==> src/rtl/ulms_pkg.sv <==
// Shared types and constants for the lagged unicycle motion step.
// Used by ulms_mac and unicycle_lagged_motion_step; no dependencies.
package ulms_pkg;

    localparam int MAC_OP_W  = 34;
    localparam int MAC_ACC_W = 68;

    // 2^32 / (2*pi), rounded
    localparam logic [29:0] INV_TWO_PI_Q32 = 30'd683565276;
    localparam logic [31:0] QUARTER_TURN   = 32'h4000_0000;

    localparam logic [2:0] REG_TIME_STEP       = 3'd0;
    localparam logic [2:0] REG_SPEED_LAG_INV   = 3'd1;
    localparam logic [2:0] REG_YAW_LAG_INV     = 3'd2;
    localparam logic [2:0] REG_START_X         = 3'd3;
    localparam logic [2:0] REG_START_Y         = 3'd4;
    localparam logic [2:0] REG_START_HEADING   = 3'd5;
    localparam logic [2:0] REG_START_SPEED     = 3'd6;
    localparam logic [2:0] REG_START_TURN_RATE = 3'd7;

    typedef struct packed {
        logic               restart;
        logic signed [31:0] speed_cmd;
        logic signed [31:0] turn_rate_cmd;
    } t_in_word;

    typedef struct packed {
        logic        [31:0] elapsed;
        logic signed [31:0] pos_x;
        logic signed [31:0] pos_y;
        logic        [31:0] heading;
        logic signed [31:0] speed;
        logic signed [31:0] turn_rate;
        logic signed [31:0] accel_x;
        logic signed [31:0] accel_y;
    } t_out_word;

    // One multiply-accumulate command
    typedef struct packed {
        logic                        clr;
        logic                        neg;
        logic                        sh32;
        logic signed [MAC_OP_W-1:0]  a;
        logic signed [MAC_OP_W-1:0]  b;
    } t_mac_op;

endpackage

==> src/rtl/ulms_mac.sv <==
// Shared two-stage signed multiply-accumulate unit.
// Depends on ulms_pkg for the command type and widths.
module ulms_mac (
    input  logic                                  i_clk,
    input  ulms_pkg::t_mac_op                     i_op,
    output logic signed [ulms_pkg::MAC_ACC_W-1:0] o_acc
);

    logic signed [ulms_pkg::MAC_ACC_W-1:0] r_prod;
    logic signed [ulms_pkg::MAC_ACC_W-1:0] r_acc;
    logic signed [ulms_pkg::MAC_ACC_W-1:0] w_term;
    logic                                  r_clr;
    logic                                  r_neg;
    logic                                  r_sh32;

    always_comb begin
        w_term = r_sh32 ? (r_prod <<< 32) : r_prod;
    end

    always_ff @(posedge i_clk) begin
        r_prod <= i_op.a * i_op.b;
        r_clr  <= i_op.clr;
        r_neg  <= i_op.neg;
        r_sh32 <= i_op.sh32;
        r_acc  <= (r_clr ? '0 : r_acc) + (r_neg ? -w_term : w_term);
    end

    assign o_acc = r_acc;

endmodule

==> config.mk <==
export PLATFORM = sky130hd
export DESIGN_NAME = ulms_mac
export DESIGN_NICKNAME = d
export VERILOG_FILES = /design/src/rtl/ulms_pkg.sv /design/src/rtl/ulms_mac.sv
export SDC_FILE = /design/constraint.sdc
export NUM_CORES = 2
export LEC_CHECK = 0
export BUFFER_PORTS_ARGS = -buffer_cell sky130_fd_sc_hd__buf_4
export CORE_ASPECT_RATIO = 2
export CORE_MARGIN = 1
export CORE_UTILIZATION = 50
export CTS_CLUSTER_DIAMETER = 50
export DETAILED_ROUTE_END_ITERATION = 8
export PLACE_DENSITY = 0.8
export SYNTH_ARGS = -nofsm -noshare
export SYNTH_HDL_FRONTEND = slang
export SYNTH_SLANG_ARGS = --single-unit
==> constraint.sdc <==
create_clock -name i_clk -period 7.8 [get_ports i_clk]
set_input_delay 0.39 -clock i_clk [delete_from_list [all_inputs] [get_ports i_clk]]
set_output_delay 0.39 -clock i_clk [all_outputs]
set_load 0.02 [all_outputs]
# After elaboration in Yosys (flattened, before gate mapping)
# Cells that the tools add are included.
[word_totals]
input_bits = 72
regBits = 139
[classes]
mux = 3
n_mul = 1
addsub = 2
[ops]
columns = ["operator", "count"]
rows = [
  ["$mux W68", 3],
  ["$add A68 B68 Y68", 1],
  ["$mul A34 B34 Y68", 1],
  ["$neg A68 Y68", 1],
]

# Logic depth before layout (Yosys ltp)
[logic_depth]
word_depth = 4
mapped_depth = 31
depth_no_buf = 29

# Worst setup path before layout
# Ideal clock, no wire load.
[synth_timing]
path_kind = "input-to-reg"
from = "input i_op[67] (netlist name)"
to = "register r_prod[66] (netlist name)"
arrival_time_ns = 8.091
path_slack_ns = -0.407
setup_ns = 0.117
t_required_ns = 7.683
stages = 26
path_cell_list = "clkbuf_1 -> nand2_1 -> inv_1 -> fa_1 -> fa_1 -> fa_1 -> inv_1 -> fa_1 -> inv_1 -> fa_1 -> fa_1 -> fa_1 -> inv_1 -> fa_1 -> inv_1 -> ha_1 -> a21oi_1 -> o21bai_1 -> a21o_1 -> a21o_1 -> a21o_1 -> a21oi_1 -> o21ai_0 -> or3b_2 -> a21oi_1 -> and4b_1"
[synth_between]
elab_chain_cells = 1
[synth_rtl]
columns = ["element", "line_no", "rtl"]
rows = [
  ["from (decl)", "ulms_mac.sv:5", "input ulms_pkg::t_mac_op i_op,"],
  ["$mul A34 B34 Y68", "ulms_mac.sv:21", "r_prod <= i_op.a * i_op.b;"],
  ["to (signal assigned)", "ulms_mac.sv:21", ""],
  ["to (decl)", "ulms_mac.sv:9", "logic signed [ulms_pkg::MAC_ACC_W-1:0] r_prod;"],
]
# No other way between the ends.

# Final worst setup path
[layout_timing]
from = "input i_op[52] (netlist name)"
to = "register r_prod[54] (netlist name)"
# The elaborated chain is that of the path after synthesis.

==> run summary <==
status = finished, final reports clean
final-layout fill cell count = 8724
Fin. Hold Viols = 0
Max-Slew Margin vs Limit = 49.7%
area of the die = 103000 µm²
Worst-Margin Slew = 748 ps
H-Tree Depth = 4
Clock Latency Late Sink = 440 ps
# rows = 165
EDFF count, synth = 0
Starting DRT DRC Count = 2481
CP endpoint kind = flip-flop
most frequent cells in the layout = fa_1 (1231), inv_1 (1220), and2_1 (637)
met2 GRT Util = 57.6%
gpl congestion = 0.996
cell mode on critical path = fa_1
Critical Path Source Type = input pin
Final setup viols = 0
met1 global-route usage = 29.7%
setup TNS = 0 ps
vias in the first global route = 45537
Primary FF master, synth = dfxtp_1
worst-path maximum fanout = 9
sequential area share after synthesis = 5.48%
Clock Skews = 12.1 ps
routing usage on met3 = 5.23%
grt peak-use layer = met2
Hold Buf Count CTS = 0
CP arrival = 7960 ps
critical setup path kind = in2reg
Slew Limit Fails = 0
final cycle utilization of the critical path = 97.4%
largest net degree at the start of global routing = 56
Max Root-Sink Buffers = 2
post-route minimum period = 7600 ps
grt total ovfl = 0
Die H = 453 µm
Sink Count = 139
DR pass1 iterations = 5
Syn Nets = 7176
PnR worst setup slack = 200 ps
Die X = 227 µm
IO Pins = 140
DP Worst Slack = -558 ps
Setup Fix Bufs, Post-CTS = 0
vias = 40039
first-pass GRT wire length = 247000 µm
post-detail-place hpwl = 136000 µm
Yosys reg bits = 139
PortBufs = 139
Synth Instances = 5590
vias per inst = 5.58
HP Class = in2reg
Synth Area per Inst = 9.09 µm²
Synth Cell Area = 50800 µm²
Finished Core Util = 55.5%
total CTS buffers = 17
FFs w/ async S/R, synth = 0%
Detailed Route WL = 158000 µm
antenna-violating nets left = 0
Initial Util = 50.3%
Max stage delay on crit path = 730 ps
area added between synthesis and finish = 10.4%
initial antenna violation count = 4
Critical Path RT = 8160 ps
yosys warns = 0
CTS tree = built
RSZ-0062 raised after global routing = true
Clock Pin Slew Worst Setup and Hold Paths = 70 ps
most common cell after layout, fill and taps aside = fa_1
Root Buffer = clkbuf_16
Critical-path top delay cell = fa_1
Netlist cell types = 75
drt drc = 0
highest clock rate = 0.132 GHz
Routed WL per cell = 22.1 µm
total track usage = 32.2%
max_cap viols = 0
layout cells sized above 1 = 10.0%
nets = 7408
core area = 101000 µm²
-- timing repair --
action,in CTS,in global routing
gates resized for setup,3,49
setup endpoints to repair,5,21
pin swaps,0,13
hold endpoints to repair,0,0
gates cloned,0,0
-- final timing paths --
kind | to | cells after the start | from | slack, ps
setup / recovery | r_prod[54]$_DFF_P_ | 28 | i_op[52] | 200
hold / removal | r_sh32$_DFF_P_ | 1 | i_op[68] | 50
setup reg to reg | o_acc[61]$_DFF_P_ | 21 | r_sh32$_DFF_P_ | 1420
hold reg to reg | o_acc[0]$_DFF_P_ | 2 | o_acc[0]$_DFF_P_ | 630
-- state kept, by name, indices dropped and copies added, names as in the netlist --
register  flops
r_neg         1
o_acc        68
r_clr         1
r_prod       68
r_sh32        1
-- cell usage after synthesis (all sizes together), types with 17 or more instances --
cell type | number | area share (%)
fa | 1242 | 49
inv | 1222 | 9.0
and2 | 639 | 7.9
nand2 | 634 | 4.7
ha | 272 | 6.7
clkbuf | 256 | 1.9
a21oi | 152 | 1.5
dfxtp | 139 | 5.5
nor2 | 126 | 0.93
o21ai | 120 | 1.2
xnor2 | 114 | 2.0
nor2b | 89 | 1.1
a21o | 86 | 1.3
xor2 | 78 | 1.3
nor3 | 41 | 0.44
mux2i | 34 | 0.67
nand4 | 30 | 0.37
a31oi | 23 | 0.28
and3 | 23 | 0.28
o21bai | 22 | 0.33
o21a | 21 | 0.31
o31ai | 21 | 0.34
nand2b | 18 | 0.22
a211oi | 17 | 0.25
-- cell type report --
class | count | area, µm² | share of cell area, %
Sequential cell | 139 | 2790 | 4.97
Timing Repair Buffer | 484 | 3820 | 6.81
Tap cell | 1336 | 1670 | 2.98
Multi-Input combinational cell | 3958 | 42600 | 76.0
Inverter | 1222 | 4590 | 8.19
Clock buffer | 18 | 429 | 0.765
Clock inverter | 14 | 160 | 0.286
Antenna cell | 4 | 10.0 | 0.0179
-- stage by stage --
stage	hold WS, ps	cell area, µm²	std cells
global placement	495	55300	7141
CTS	34.7	55900	7173
finish	47.8	56100	7175
floorplan	418	50800	5590
detailed placement	497	55300	7141
global route	34.4	56100	7172
-- worst max-delay path: cells and delay by family --
kind            cells  cell delay, ps
compound gates      4             900
buf+inv             8            1040
simple gates        6             760
xor+xnor            1             200
fa+ha+maj           9            4650
-- layer usage --
layer	wire length [µm]	part of all wire, %
met1	45900	29
met4	20200	13
met2	83700	53
met3	8470	5.4
met5	17	0.011
-- kinds of logic (layout without fill, tap and decap cells) --
kind of cell	after synthesis	count (layout)	share of synthesized area, %
and+or+nand+nor	1667	1667	16.8
other	0	4	0
DFF	139	139	5.48
adders and majority gates	1514	1514	55.6
xor gates and xnor gates	192	192	3.31
buffers and inverters	1493	1738	11.1
AOI/OAI and AO/OA	545	545	6.88
muxes	40	40	0.803
Power is not shown: default switching activity piles up to over one toggle a cycle in this logic, so the estimate is an artifact.
